### config.mk
export PLATFORM = sky130hd
export DESIGN_NAME = link_impairment_delay_queue
export DESIGN_NICKNAME = d
export VERILOG_FILES = /design/src/sv/lidq_pkg.sv /design/src/sv/link_impairment_delay_queue.sv /design/src/sv/lidq_ram.sv /design/src/sv/lidq_fifo.sv /design/src/sv/lidq_front.sv /design/src/sv/lidq_back.sv
export VERILOG_INCLUDE_DIRS = /design/src /design/src/sv
export SDC_FILE = /design/constraint.sdc
export NUM_CORES = 2
export LEC_CHECK = 0
export BUFFER_PORTS_ARGS = -buffer_cell sky130_fd_sc_hd__buf_2
export CAP_MARGIN = 20
export CORE_MARGIN = 8
export CORE_UTILIZATION = 40
export CTS_BUF_LIST = sky130_fd_sc_hd__clkbuf_16
export CTS_CLUSTER_DIAMETER = 100
export DETAILED_ROUTE_END_ITERATION = 7
export GPL_TIMING_DRIVEN = 0
export PLACE_DENSITY = 0.62
export SETUP_SLACK_MARGIN = 0.3
export SLEW_MARGIN = 10
export SYNTH_ARGS = -nofsm -noshare
export SYNTH_HDL_FRONTEND = slang
export SYNTH_SLANG_ARGS = --single-unit
### constraint.sdc
create_clock -name clk -period 13.5 [get_ports clk]
set_input_delay 2.7 -clock clk [delete_from_list [all_inputs] [get_ports clk]]
set_output_delay 2.7 -clock clk [all_outputs]
set_load 0.03 [all_outputs]
### src/sv/assert_macros.svh
// Assertion macros shared by the link impairment delay queue RTL.
`ifndef ASSERT_MACROS_SVH
`define ASSERT_MACROS_SVH
`ifndef SYNTH
`define LIDQ_ASSERT(lbl, prop) \
  lbl: assert property (@(posedge clk) disable iff (!rst_n) (prop)) \
    else $error("lidq: property violated");
`define LIDQ_NEVER(lbl, cond) \
  lbl: assert property (@(posedge clk) disable iff (!rst_n) !(cond)) \
    else $error("lidq: forbidden condition seen");
`else
`define LIDQ_ASSERT(lbl, prop)
`define LIDQ_NEVER(lbl, cond)
`endif
`endif

### src/sv/lidq_pkg.sv
// Types and constants of the link impairment delay queue.
`default_nettype none
package lidq_pkg;

  localparam logic [1:0] KIND_PASS     = 2'd0;
  localparam logic [1:0] KIND_DROP     = 2'd1;
  localparam logic [1:0] KIND_RELEASE  = 2'd2;
  localparam logic [1:0] KIND_OVERFLOW = 2'd3;

  localparam logic [2:0] CFG_ENABLE       = 3'd0;
  localparam logic [2:0] CFG_BASE_DELAY   = 3'd1;
  localparam logic [2:0] CFG_DROP_PROB    = 3'd2;
  localparam logic [2:0] CFG_BURST_PROB   = 3'd3;
  localparam logic [2:0] CFG_BURST_LEN    = 3'd4;
  localparam logic [2:0] CFG_REORDER_PROB = 3'd5;
  localparam logic [2:0] CFG_REORDER_MAX  = 3'd6;

  typedef enum logic [1:0] {
    OP_EMIT,
    OP_STORE,
    OP_TICK
  } cmd_op_t;

  typedef struct packed {
    cmd_op_t     op;
    logic [1:0]  kind;
    logic [31:0] stamp;   // release time for a store, current time for a tick
  } cmd_t;

  typedef struct packed {
    logic        enable_impairment;
    logic [15:0] base_delay_ms;
    logic [15:0] drop_probability;
    logic [15:0] burst_start_probability;
    logic [7:0]  burst_length;
    logic [15:0] reorder_probability;
    logic [15:0] extra_delay_max;
  } cfg_t;

  typedef enum logic [1:0] {
    BK_IDLE,
    BK_SCAN,
    BK_DECIDE,
    BK_SHIFT
  } bk_state_t;

endpackage
`default_nettype wire

### src/sv/link_impairment_delay_queue.sv
// Top level of the link impairment delay queue: config registers and channel wiring.
//
// Use: items enter on the in_ stream. in_tuser selects packet arrival (0) or relay
// tick (1); in_tdata holds the time stamp, payload and four random draws. Results
// leave on the out_ stream with the payload in out_tdata, the result kind in
// out_tuser and out_tlast on the final result an item causes.
// A pass, drop or overflow result passes the front hold register, the command queue
// and the output register; a stored packet passes the hold register and the queue.
// Throughput: one arrival every cycle while the back section is idle and results are taken.
// A tick scans the store once per released packet, reading one entry per cycle,
// and compacts the store behind each one; a last scan finds nothing due and ends the tick.
// A two-entry command queue lets the front keep taking items during that work.
// Reset: config registers return to their defaults, the store is emptied and
// any burst in progress ends.
// Stall: a held result stays on out_ until taken; the back section then waits
// and the command queue fills, after which in_tready drops.
`default_nettype none
`include "assert_macros.svh"
module link_impairment_delay_queue #(
  parameter int QUEUE_DEPTH  = 32,
  parameter int PAYLOAD_BITS = 64,
  localparam int InDataW     = ((96 + PAYLOAD_BITS + 7) / 8) * 8,
  localparam int OutDataW    = ((PAYLOAD_BITS + 7) / 8) * 8
) (
  input  logic                clk,
  input  logic                rst_n,
  input  logic                in_tvalid,
  output logic                in_tready,
  // now_ms[31:0], payload, rand_burst, rand_drop, rand_reorder, rand_extra
  input  logic [InDataW-1:0]  in_tdata,
  // mode
  input  logic                in_tuser,
  output logic                out_tvalid,
  input  logic                out_tready,
  // out_payload
  output logic [OutDataW-1:0] out_tdata,
  // out_kind
  output logic [1:0]          out_tuser,
  output logic                out_tlast,
  input  logic                cfg_wr_en,
  input  logic [2:0]          cfg_addr,
  input  logic [15:0]         cfg_wdata
);

  localparam int FifoW = $bits(lidq_pkg::cmd_t) + PAYLOAD_BITS;

  lidq_pkg::cfg_t          cfg_r;
  logic                    fifo_push;
  logic                    fifo_full;
  logic                    fifo_pop;
  logic                    fifo_empty;
  lidq_pkg::cmd_t          push_cmd;
  logic [PAYLOAD_BITS-1:0] push_payload;
  logic [FifoW-1:0]        pop_data;
  lidq_pkg::cmd_t          pop_cmd;
  logic [PAYLOAD_BITS-1:0] pop_payload;
  logic [PAYLOAD_BITS-1:0] out_payload;

  always_ff @(posedge clk) begin
    if (!rst_n) begin
      cfg_r.enable_impairment       <= 1'b1;
      cfg_r.base_delay_ms           <= 16'd0;
      cfg_r.drop_probability        <= 16'd0;
      cfg_r.burst_start_probability <= 16'd0;
      cfg_r.burst_length            <= 8'd3;
      cfg_r.reorder_probability     <= 16'd0;
      cfg_r.extra_delay_max         <= 16'd50;
    end else if (cfg_wr_en) begin
      case (cfg_addr)
        lidq_pkg::CFG_ENABLE:       cfg_r.enable_impairment       <= cfg_wdata[0];
        lidq_pkg::CFG_BASE_DELAY:   cfg_r.base_delay_ms           <= cfg_wdata;
        lidq_pkg::CFG_DROP_PROB:    cfg_r.drop_probability        <= cfg_wdata;
        lidq_pkg::CFG_BURST_PROB:   cfg_r.burst_start_probability <= cfg_wdata;
        lidq_pkg::CFG_BURST_LEN:    cfg_r.burst_length            <= cfg_wdata[7:0];
        lidq_pkg::CFG_REORDER_PROB: cfg_r.reorder_probability     <= cfg_wdata;
        lidq_pkg::CFG_REORDER_MAX:  cfg_r.extra_delay_max         <= cfg_wdata;
        default: begin
        end
      endcase
    end
  end

  lidq_front #(
    .PAYLOAD_BITS (PAYLOAD_BITS)
  ) u_front (
    .clk             (clk),
    .rst_n           (rst_n),
    .cfg             (cfg_r),
    .in_valid        (in_tvalid),
    .in_ready        (in_tready),
    .in_mode         (in_tuser),
    .in_now          (in_tdata[31:0]),
    .in_payload      (in_tdata[32 +: PAYLOAD_BITS]),
    .in_rand_burst   (in_tdata[32 + PAYLOAD_BITS +: 16]),
    .in_rand_drop    (in_tdata[48 + PAYLOAD_BITS +: 16]),
    .in_rand_reorder (in_tdata[64 + PAYLOAD_BITS +: 16]),
    .in_rand_extra   (in_tdata[80 + PAYLOAD_BITS +: 16]),
    .push            (fifo_push),
    .push_cmd        (push_cmd),
    .push_payload    (push_payload),
    .fifo_full       (fifo_full)
  );

  lidq_fifo #(
    .WIDTH (FifoW)
  ) u_cmdq (
    .clk       (clk),
    .rst_n     (rst_n),
    .push      (fifo_push),
    .push_data ({push_payload, push_cmd}),
    .full      (fifo_full),
    .pop       (fifo_pop),
    .pop_data  (pop_data),
    .empty     (fifo_empty)
  );

  assign pop_cmd     = pop_data[$bits(lidq_pkg::cmd_t)-1:0];
  assign pop_payload = pop_data[$bits(lidq_pkg::cmd_t) +: PAYLOAD_BITS];

  lidq_back #(
    .QUEUE_DEPTH  (QUEUE_DEPTH),
    .PAYLOAD_BITS (PAYLOAD_BITS)
  ) u_back (
    .clk          (clk),
    .rst_n        (rst_n),
    .fifo_empty   (fifo_empty),
    .fifo_cmd     (pop_cmd),
    .fifo_payload (pop_payload),
    .fifo_pop     (fifo_pop),
    .out_valid    (out_tvalid),
    .out_ready    (out_tready),
    .out_payload  (out_payload),
    .out_kind     (out_tuser),
    .out_last     (out_tlast)
  );

  assign out_tdata = OutDataW'(out_payload);

  `LIDQ_ASSERT(a_single_result_last, out_tvalid && (out_tuser != lidq_pkg::KIND_RELEASE) |-> out_tlast)
  `LIDQ_ASSERT(a_drop_zero_payload, out_tvalid && (out_tuser == lidq_pkg::KIND_DROP || out_tuser == lidq_pkg::KIND_OVERFLOW) |-> out_tdata == '0)
  `LIDQ_NEVER(a_no_push_when_full, fifo_push && fifo_full)
  `LIDQ_NEVER(a_no_pop_when_empty, fifo_pop && fifo_empty)

endmodule
`default_nettype wire

### src/sv/lidq_ram.sv
// Generic single write port, single read port RAM with registered read.
`default_nettype none
module lidq_ram #(
  parameter int WIDTH = 8,
  parameter int DEPTH = 32
) (
  input  logic                     clk,
  input  logic                     wr_en,
  input  logic [$clog2(DEPTH)-1:0] wr_addr,
  input  logic [WIDTH-1:0]         wr_data,
  input  logic                     rd_en,
  input  logic [$clog2(DEPTH)-1:0] rd_addr,
  output logic [WIDTH-1:0]         rd_data
);

  logic [WIDTH-1:0] mem [DEPTH];

  always_ff @(posedge clk) begin
    if (wr_en) begin
      mem[wr_addr] <= wr_data;
    end
    if (rd_en) begin
      rd_data <= mem[rd_addr];
    end
  end

endmodule
`default_nettype wire

### src/sv/lidq_fifo.sv
// Two-entry command queue between the front and back sections.
`default_nettype none
module lidq_fifo #(
  parameter int WIDTH = 8
) (
  input  logic             clk,
  input  logic             rst_n,
  input  logic             push,
  input  logic [WIDTH-1:0] push_data,
  output logic             full,
  input  logic             pop,
  output logic [WIDTH-1:0] pop_data,
  output logic             empty
);

  logic [WIDTH-1:0] mem_r [2];
  logic             wr_ptr_r;
  logic             rd_ptr_r;
  logic [1:0]       cnt_r;

  assign full     = (cnt_r == 2'd2);
  assign empty    = (cnt_r == 2'd0);
  assign pop_data = mem_r[rd_ptr_r];

  always_ff @(posedge clk) begin
    if (push && !full) begin
      mem_r[wr_ptr_r] <= push_data;
    end
  end

  always_ff @(posedge clk) begin
    if (!rst_n) begin
      wr_ptr_r <= 1'b0;
      rd_ptr_r <= 1'b0;
      cnt_r    <= 2'd0;
    end else begin
      if (push && !full) begin
        wr_ptr_r <= ~wr_ptr_r;
      end
      if (pop && !empty) begin
        rd_ptr_r <= ~rd_ptr_r;
      end
      if ((push && !full) && !(pop && !empty)) begin
        cnt_r <= cnt_r + 2'd1;
      end else if (!(push && !full) && (pop && !empty)) begin
        cnt_r <= cnt_r - 2'd1;
      end
    end
  end

endmodule
`default_nettype wire

### src/sv/lidq_front.sv
// Front section: accepts items, runs loss decisions, forms queue commands.
`default_nettype none
module lidq_front #(
  parameter int PAYLOAD_BITS = 64
) (
  input  logic                    clk,
  input  logic                    rst_n,
  input  lidq_pkg::cfg_t          cfg,
  input  logic                    in_valid,
  output logic                    in_ready,
  input  logic                    in_mode,
  input  logic [31:0]             in_now,
  input  logic [PAYLOAD_BITS-1:0] in_payload,
  input  logic [15:0]             in_rand_burst,
  input  logic [15:0]             in_rand_drop,
  input  logic [15:0]             in_rand_reorder,
  input  logic [15:0]             in_rand_extra,
  output logic                    push,
  output lidq_pkg::cmd_t          push_cmd,
  output logic [PAYLOAD_BITS-1:0] push_payload,
  input  logic                    fifo_full
);

  logic                    hold_valid_r;
  logic [7:0]              burst_rem_r;
  logic [7:0]              burst_rem_nxt;
  lidq_pkg::cmd_op_t       hold_op_r;
  lidq_pkg::cmd_op_t       hold_op_nxt;
  logic [1:0]              hold_kind_r;
  logic [1:0]              hold_kind_nxt;
  logic [31:0]             hold_now_r;
  logic [15:0]             hold_extra_r;
  logic [15:0]             hold_extra_nxt;
  logic [PAYLOAD_BITS-1:0] hold_pay_r;
  logic [PAYLOAD_BITS-1:0] hold_pay_nxt;
  logic [31:0]             product;
  logic [31:0]             rel_stamp;
  logic                    accept;

  assign push     = hold_valid_r && !fifo_full;
  assign in_ready = !hold_valid_r || !fifo_full;
  assign accept   = in_valid && in_ready;

  assign product = 32'(in_rand_extra) * 32'(cfg.extra_delay_max);

  always_comb begin
    hold_op_nxt    = lidq_pkg::OP_STORE;
    hold_kind_nxt  = lidq_pkg::KIND_PASS;
    hold_pay_nxt   = in_payload;
    burst_rem_nxt  = burst_rem_r;
    hold_extra_nxt = (in_rand_reorder < cfg.reorder_probability) ? product[31:16] : 16'd0;
    if (in_mode) begin
      hold_op_nxt = lidq_pkg::OP_TICK;
    end else if (!cfg.enable_impairment) begin
      hold_op_nxt = lidq_pkg::OP_EMIT;
    end else if (burst_rem_r != 8'd0) begin
      hold_op_nxt   = lidq_pkg::OP_EMIT;
      hold_kind_nxt = lidq_pkg::KIND_DROP;
      hold_pay_nxt  = '0;
      burst_rem_nxt = burst_rem_r - 8'd1;
    end else if (in_rand_burst < cfg.burst_start_probability) begin
      hold_op_nxt   = lidq_pkg::OP_EMIT;
      hold_kind_nxt = lidq_pkg::KIND_DROP;
      hold_pay_nxt  = '0;
      burst_rem_nxt = (cfg.burst_length != 8'd0) ? cfg.burst_length - 8'd1 : 8'd0;
    end else if (in_rand_drop < cfg.drop_probability) begin
      hold_op_nxt   = lidq_pkg::OP_EMIT;
      hold_kind_nxt = lidq_pkg::KIND_DROP;
      hold_pay_nxt  = '0;
    end
  end

  always_ff @(posedge clk) begin
    if (!rst_n) begin
      hold_valid_r <= 1'b0;
      burst_rem_r  <= 8'd0;
    end else begin
      if (accept) begin
        hold_valid_r <= 1'b1;
        burst_rem_r  <= burst_rem_nxt;
      end else if (push) begin
        hold_valid_r <= 1'b0;
      end
    end
  end

  always_ff @(posedge clk) begin
    if (accept) begin
      hold_op_r    <= hold_op_nxt;
      hold_kind_r  <= hold_kind_nxt;
      hold_now_r   <= in_now;
      hold_extra_r <= hold_extra_nxt;
      hold_pay_r   <= hold_pay_nxt;
    end
  end

  assign rel_stamp = hold_now_r + 32'(cfg.base_delay_ms) + 32'(hold_extra_r);

  always_comb begin
    push_cmd.op    = hold_op_r;
    push_cmd.kind  = hold_kind_r;
    push_cmd.stamp = (hold_op_r == lidq_pkg::OP_STORE) ? rel_stamp : hold_now_r;
    push_payload   = hold_pay_r;
  end

endmodule
`default_nettype wire

### src/sv/lidq_back.sv
// Back section: holds the delay store, emits results and drains due packets.
`default_nettype none
module lidq_back #(
  parameter int QUEUE_DEPTH  = 32,
  parameter int PAYLOAD_BITS = 64
) (
  input  logic                    clk,
  input  logic                    rst_n,
  input  logic                    fifo_empty,
  input  lidq_pkg::cmd_t          fifo_cmd,
  input  logic [PAYLOAD_BITS-1:0] fifo_payload,
  output logic                    fifo_pop,
  output logic                    out_valid,
  input  logic                    out_ready,
  output logic [PAYLOAD_BITS-1:0] out_payload,
  output logic [1:0]              out_kind,
  output logic                    out_last
);

  localparam int AW    = $clog2(QUEUE_DEPTH);
  localparam int CNT_W = $clog2(QUEUE_DEPTH + 1);
  localparam int RAM_W = 32 + PAYLOAD_BITS;

  lidq_pkg::bk_state_t     state_r;
  lidq_pkg::bk_state_t     state_nxt;
  logic [CNT_W-1:0]        count_r;
  logic [CNT_W-1:0]        count_nxt;
  logic [CNT_W-1:0]        iss_r;
  logic [CNT_W-1:0]        iss_nxt;
  logic [CNT_W-1:0]        cnt_m1;
  logic                    dvalid_r;
  logic [AW-1:0]           didx_r;
  logic [31:0]             now_r;
  logic                    found_r;
  logic [AW-1:0]           best_idx_r;
  logic [31:0]             best_key_r;
  logic [PAYLOAD_BITS-1:0] best_pay_r;
  logic                    pend_valid_r;
  logic [PAYLOAD_BITS-1:0] pend_pay_r;
  logic                    out_valid_r;
  logic [PAYLOAD_BITS-1:0] out_pay_r;
  logic [1:0]              out_kind_r;
  logic                    out_last_r;

  logic                    can_emit;
  logic                    emit;
  logic [PAYLOAD_BITS-1:0] emit_pay;
  logic [1:0]              emit_kind;
  logic                    emit_last;
  logic                    found_clr;
  logic                    now_load;
  logic                    pend_load;
  logic                    pend_clr;
  logic                    take;

  logic                    ram_we;
  logic [AW-1:0]           ram_waddr;
  logic [RAM_W-1:0]        ram_wdata;
  logic                    ram_re;
  logic [AW-1:0]           ram_raddr;
  logic [RAM_W-1:0]        ram_rdata;
  logic [31:0]             rd_time;
  logic [PAYLOAD_BITS-1:0] rd_pay;
  logic [31:0]             diff;
  logic [31:0]             key;
  logic                    due;

  lidq_ram #(
    .WIDTH (RAM_W),
    .DEPTH (QUEUE_DEPTH)
  ) u_store (
    .clk     (clk),
    .wr_en   (ram_we),
    .wr_addr (ram_waddr),
    .wr_data (ram_wdata),
    .rd_en   (ram_re),
    .rd_addr (ram_raddr),
    .rd_data (ram_rdata)
  );

  assign can_emit = !out_valid_r || out_ready;
  assign cnt_m1   = count_r - CNT_W'(1);
  assign rd_time  = ram_rdata[31:0];
  assign rd_pay   = ram_rdata[32 +: PAYLOAD_BITS];
  assign diff     = rd_time - now_r;
  assign due      = (diff == 32'd0) || diff[31];
  assign key      = diff ^ 32'h8000_0000;
  assign take     = (state_r == lidq_pkg::BK_SCAN) && dvalid_r && due &&
                    (!found_r || (key < best_key_r));

  always_comb begin
    state_nxt = state_r;
    count_nxt = count_r;
    iss_nxt   = iss_r;
    fifo_pop  = 1'b0;
    ram_we    = 1'b0;
    ram_waddr = count_r[AW-1:0];
    ram_wdata = {fifo_payload, fifo_cmd.stamp};
    ram_re    = 1'b0;
    ram_raddr = iss_r[AW-1:0];
    emit      = 1'b0;
    emit_pay  = '0;
    emit_kind = lidq_pkg::KIND_PASS;
    emit_last = 1'b1;
    found_clr = 1'b0;
    now_load  = 1'b0;
    pend_load = 1'b0;
    pend_clr  = 1'b0;
    case (state_r)
      lidq_pkg::BK_IDLE: begin
        if (!fifo_empty) begin
          case (fifo_cmd.op)
            lidq_pkg::OP_EMIT: begin
              if (can_emit) begin
                emit      = 1'b1;
                emit_pay  = fifo_payload;
                emit_kind = fifo_cmd.kind;
                fifo_pop  = 1'b1;
              end
            end
            lidq_pkg::OP_STORE: begin
              if (count_r == CNT_W'(QUEUE_DEPTH)) begin
                if (can_emit) begin
                  emit      = 1'b1;
                  emit_kind = lidq_pkg::KIND_OVERFLOW;
                  fifo_pop  = 1'b1;
                end
              end else begin
                ram_we    = 1'b1;
                count_nxt = count_r + CNT_W'(1);
                fifo_pop  = 1'b1;
              end
            end
            lidq_pkg::OP_TICK: begin
              fifo_pop = 1'b1;
              if (count_r != '0) begin
                state_nxt = lidq_pkg::BK_SCAN;
                iss_nxt   = '0;
                found_clr = 1'b1;
                now_load  = 1'b1;
              end
            end
            default: begin
              fifo_pop = 1'b1;
            end
          endcase
        end
      end
      lidq_pkg::BK_SCAN: begin
        if (count_r == '0) begin
          state_nxt = lidq_pkg::BK_DECIDE;
        end else begin
          if (iss_r < count_r) begin
            ram_re  = 1'b1;
            iss_nxt = iss_r + CNT_W'(1);
          end
          if (dvalid_r && (didx_r == cnt_m1[AW-1:0])) begin
            state_nxt = lidq_pkg::BK_DECIDE;
          end
        end
      end
      lidq_pkg::BK_DECIDE: begin
        if (!pend_valid_r || can_emit) begin
          if (pend_valid_r) begin
            emit      = 1'b1;
            emit_pay  = pend_pay_r;
            emit_kind = lidq_pkg::KIND_RELEASE;
            emit_last = !found_r;
          end
          if (found_r) begin
            pend_load = 1'b1;
            count_nxt = cnt_m1;
            if (best_idx_r == cnt_m1[AW-1:0]) begin
              state_nxt = lidq_pkg::BK_SCAN;
              iss_nxt   = '0;
              found_clr = 1'b1;
            end else begin
              state_nxt = lidq_pkg::BK_SHIFT;
              iss_nxt   = CNT_W'(best_idx_r) + CNT_W'(1);
            end
          end else begin
            pend_clr  = 1'b1;
            state_nxt = lidq_pkg::BK_IDLE;
          end
        end
      end
      lidq_pkg::BK_SHIFT: begin
        // count_r already excludes the released entry; copy entries down by one
        if (iss_r <= count_r) begin
          ram_re  = 1'b1;
          iss_nxt = iss_r + CNT_W'(1);
        end
        if (dvalid_r) begin
          ram_we    = 1'b1;
          ram_waddr = didx_r - AW'(1);
          ram_wdata = ram_rdata;
          if (didx_r == count_r[AW-1:0]) begin
            state_nxt = lidq_pkg::BK_SCAN;
            iss_nxt   = '0;
            found_clr = 1'b1;
          end
        end
      end
      default: begin
        state_nxt = lidq_pkg::BK_IDLE;
      end
    endcase
  end

  always_ff @(posedge clk) begin
    if (!rst_n) begin
      state_r      <= lidq_pkg::BK_IDLE;
      count_r      <= '0;
      iss_r        <= '0;
      dvalid_r     <= 1'b0;
      found_r      <= 1'b0;
      pend_valid_r <= 1'b0;
      out_valid_r  <= 1'b0;
    end else begin
      state_r  <= state_nxt;
      count_r  <= count_nxt;
      iss_r    <= iss_nxt;
      dvalid_r <= ram_re;
      if (found_clr) begin
        found_r <= 1'b0;
      end else if (take) begin
        found_r <= 1'b1;
      end
      if (pend_load) begin
        pend_valid_r <= 1'b1;
      end else if (pend_clr) begin
        pend_valid_r <= 1'b0;
      end
      if (emit) begin
        out_valid_r <= 1'b1;
      end else if (out_ready) begin
        out_valid_r <= 1'b0;
      end
    end
  end

  always_ff @(posedge clk) begin
    if (ram_re) begin
      didx_r <= ram_raddr;
    end
    if (now_load) begin
      now_r <= fifo_cmd.stamp;
    end
    if (take) begin
      best_idx_r <= didx_r;
      best_key_r <= key;
      best_pay_r <= rd_pay;
    end
    if (pend_load) begin
      pend_pay_r <= best_pay_r;
    end
    if (emit) begin
      out_pay_r  <= emit_pay;
      out_kind_r <= emit_kind;
      out_last_r <= emit_last;
    end
  end

  assign out_valid   = out_valid_r;
  assign out_payload = out_pay_r;
  assign out_kind    = out_kind_r;
  assign out_last    = out_last_r;

endmodule
`default_nettype wire
==> out/results.ini <==
[global_routing]
antenna_found_initial = 37
first_global_vias = 84700
overflow = 0
grt_max_degree = 44
grt_use_total_pct = 20.6
grt_pass1_wl_um = 623000

[sta]
relSlewSlack_pct = 19.4
timing.fmax_ghz = 0.111
finalSetupViolCount = 0
finalMaxSlewViolations = 0
finalCriticalPeriod_ps = 9040
fin_crit_sh_pct = 67.0
hold_violations = 0
rsz0062_at_grt = false
fin_skew_ps = 118
tightest_slew_ps = 1210

[finish]
drive_gt1_share_pct = 26.5
area_growth_pct = 17.8
fillers = 32200
fin_nets = 9751
final_util_pct = 47.3
design_area_mm2 = 0.187

[power_and_ir_drop]
power_density_mw_per_mm2 = 149
p_int_w = 0.0212
finalPower_w = 0.0279
leakage_nw = 60.5
swShare_pct = 24.0
power_switching_w = 0.00668
p_comb_share_pct = 10.5
power_frac_seq_pct = 51.1
vdd_ir_drop_max_uv = 113
clockPowerShare_pct = 38.4

[route]
vias_per_cell = 5.66
antenna_left = 0
routedWlPerCell_um = 29.9
remaining_drc_errors = 0
totalWireLength_um = 440000
vias = 83100
first_iter_violations = 10200
drt-pass1-iter-count = 7

[clocking]
cts.sinks = 3871
clock_latency_ps = 990
clockRootBuffer = clkbuf_16
cts_tree = yes
cts_resized = 0
cts.htree.levels = 5
cts_inserted_buffers = 386
post_cts_buffers = 0
cts_buffer_depth = 4
hold_buffers = 0
clk_pin_slew_ps = 60

[synth]
yosys_register_bits = 3871
synth_top_area_share_pct = 71.0
netlist_instances = 8073
synth_edf_count = 3750
synthArstFlopShare_pct = 0
yosys-top-cells-count = edfxtp_1 (3750), mux4_2 (960), nand2_1 (501), inv_1 (373), nor2_1 (294)
synth_area_leaders = edfxtp_1 (71%), mux4_2 (14%), fa_1 (2.7%), ha_1 (1.9%), dfxtp_1 (1.5%)
netlist-cell-type-count = 71
syn-num-nets = 8713
syn_area_mm2 = 0.159
yosysWarnings = 0
synth_ff_type = edfxtp_1
ys_seq_area_share_pct = 72.6
syn_area_per_cell_um2 = 19.6
yosys.area.top_type = edfxtp_1
synth_most_common_cell = edfxtp_1

[placement]
dpl_cell_area_mm2 = 0.174
io_buffers = 250
dp_hpwl_um = 304000
gp_congestion = 0.865

[worst_setup_path]
crit_buf_inv = 5
cpPeakStageDelay_ps = 890
cp_cell_sequence = buf_2 > clkbuf_1 > nand2_1 > fa_1 > fa_1 > fa_1 > fa_1 > inv_1 > fa_1 > inv_1 > fa_1 > inv_1 > ha_1 > nand2_1 > o211ai_1 > o211ai_1 > a211oi_1 > o21ai_1 > a31oi_1 > a41o_1 > a21oi_1 > xor2_1 > nor2_1
path_delay_family = adder cells
r2r-start = cfg_r[7]
r2r_cells = 21
crit_path_frequent_cell = fa_1
worstSetupPathType = input pin to flip-flop
end_kind = flip-flop
cpMaxStageDelayCell = a211oi_1
required_ps = 14130
crit_path_start_kind = input pin
arrival_ps = 9680
rrSetupSlack_ps = 6140
crit_fanout = 10
reg2reg_to = u_front.hold_extra_r[14]

[min_path]
hp-start = u_back.best_pay_r[31]
hp-class = flip-flop to flip-flop
holdPathEnd = u_back.pend_pay_r[31]
holdPathStages = 0

[die]
die_width_um = 646
die_area_mm2 = 0.417
pin_count = 254
fp.coreArea_mm2 = 0.395
initial_core_util_pct = 40.1
placementRows = 231
die_y_um = 646

[status]
status = complete, no violations

[flow_run]
cap_violations = 0

routing by layer:
layer | part of all wire (%) | track usage, % | routed length, um | vias to the layer above
met5 | 0.0096 | 0 | 42 | -
met4 | 3.0 | 5.31 | 13300 | 8
met3 | 8.8 | 3.92 | 38500 | 720
met2 | 49 | 34.5 | 214000 | 3938
met1 | 39 | 28.0 | 174000 | 44300
li1 | - | - | - | 34100
cell type report:
class                           instances  area [um^2]  area share (%)
Clock buffer                          394         9860            5.28
Buffer                                364         1460           0.780
Inverter                              373         1400           0.750
Multi-Input combinational cell       3465        41300            22.1
Tap cell                             5242         6560            3.51
Sequential cell                      3871       115000            61.6
Clock inverter                        315         2760            1.48
Timing Repair Buffer                  650         8330            4.46
Antenna cell                           18         45.0          0.0241
how the worst max path moves through the flow:
stage	start	end	slack [ps]	cells past startpoint
finish	in_tdata[154]	u_front.hold_extra_r[14]	4460	23
global route	in_tdata[154]	u_front.hold_extra_r[14]	4040	23
CTS	in_tdata[154]	u_front.hold_extra_r[14]	4440	23
detailed placement	in_tdata[154]	u_front.hold_extra_r[15]	3460	23
global placement	u_back.iss_r[0]	u_back.u_store.rd_data[34]	-6760	9
floorplan	u_back.iss_r[0]	u_back.didx_r[0]	4260	9
cell usage in the layout (no fill, tap or decap), types with 58 or more instances in the layout:
cell / n
buf_8: 86
edfxtp_1: 3750
a21o_1: 59
fa_1: 211
clkinv_2: 76
mux2_2: 130
buf_2: 266
xnor2_1: 58
and2_1: 122
nor2b_1: 77
clkinv_1: 83
dfxtp_1: 121
a21oi_2: 67
buf_6: 96
ha_1: 244
buf_12: 174
a21oi_1: 170
clkbuf_1: 232
inv_1: 452
buf_1: 74
clkbuf_16: 394
mux2i_1: 68
nand2_1: 501
o21ai_0: 124
mux4_2: 960
nor2_1: 229
state kept, by name, summed over array words and instances (netlist names), 5 cells and up, named ones only:
register / flops
u_back.now_r: 32
u_front.push_payload: 64
u_back.iss_r: 6
u_back.best_idx_r: 5
u_back.didx_r: 5
u_back.out_payload: 64
u_back.best_pay_r: 64
cfg_r: 89
u_back.count_r: 6
u_back.u_store.mem: 3072
u_back.pend_pay_r: 64
u_front.hold_extra_r: 16
u_back.best_key_r: 32
u_back.u_store.rd_data: 96
u_front.hold_now_r: 32
u_cmdq.mem_r: 198
u_front.burst_rem_r: 8
power by group through the flow:
stage          clock, W  combinational (W)  sequential (W)
6_report         0.0107            0.00292          0.0143
5_1_grt          0.0113            0.00316          0.0143
4_1_cts          0.0108            0.00291          0.0143
3_5_place_dp          0            0.00290          0.0145
3_3_place_gp          0            0.00246          0.0146
2_1_floorplan         0            0.00150          0.0146
metrics by stage:
stage                     hold WS [ps]  TNS (ps)  setup slack, ps  instances
after global routing               423         0             4040      14700
after global placement             401  -3745340            -6760      13600
after floorplan                    400         0             4260       8073
after detailed placement           405         0             3460      13900
final                              417         0             4460      14700
after CTS                          409         0             4440      14600
kinds of logic after synthesis:
kind of cell,after synthesis,share of synthesized area (%)
AOI/OAI and AO/OA,561,2.14
xor gates and xnor gates,106,0.590
adders and majority gates,455,4.59
buffers and inverters,737,1.75
DFF,3871,72.6
muxes,1158,15.0
and+or+nand+nor,1185,3.38
Power figures use the tool's default switching activity.
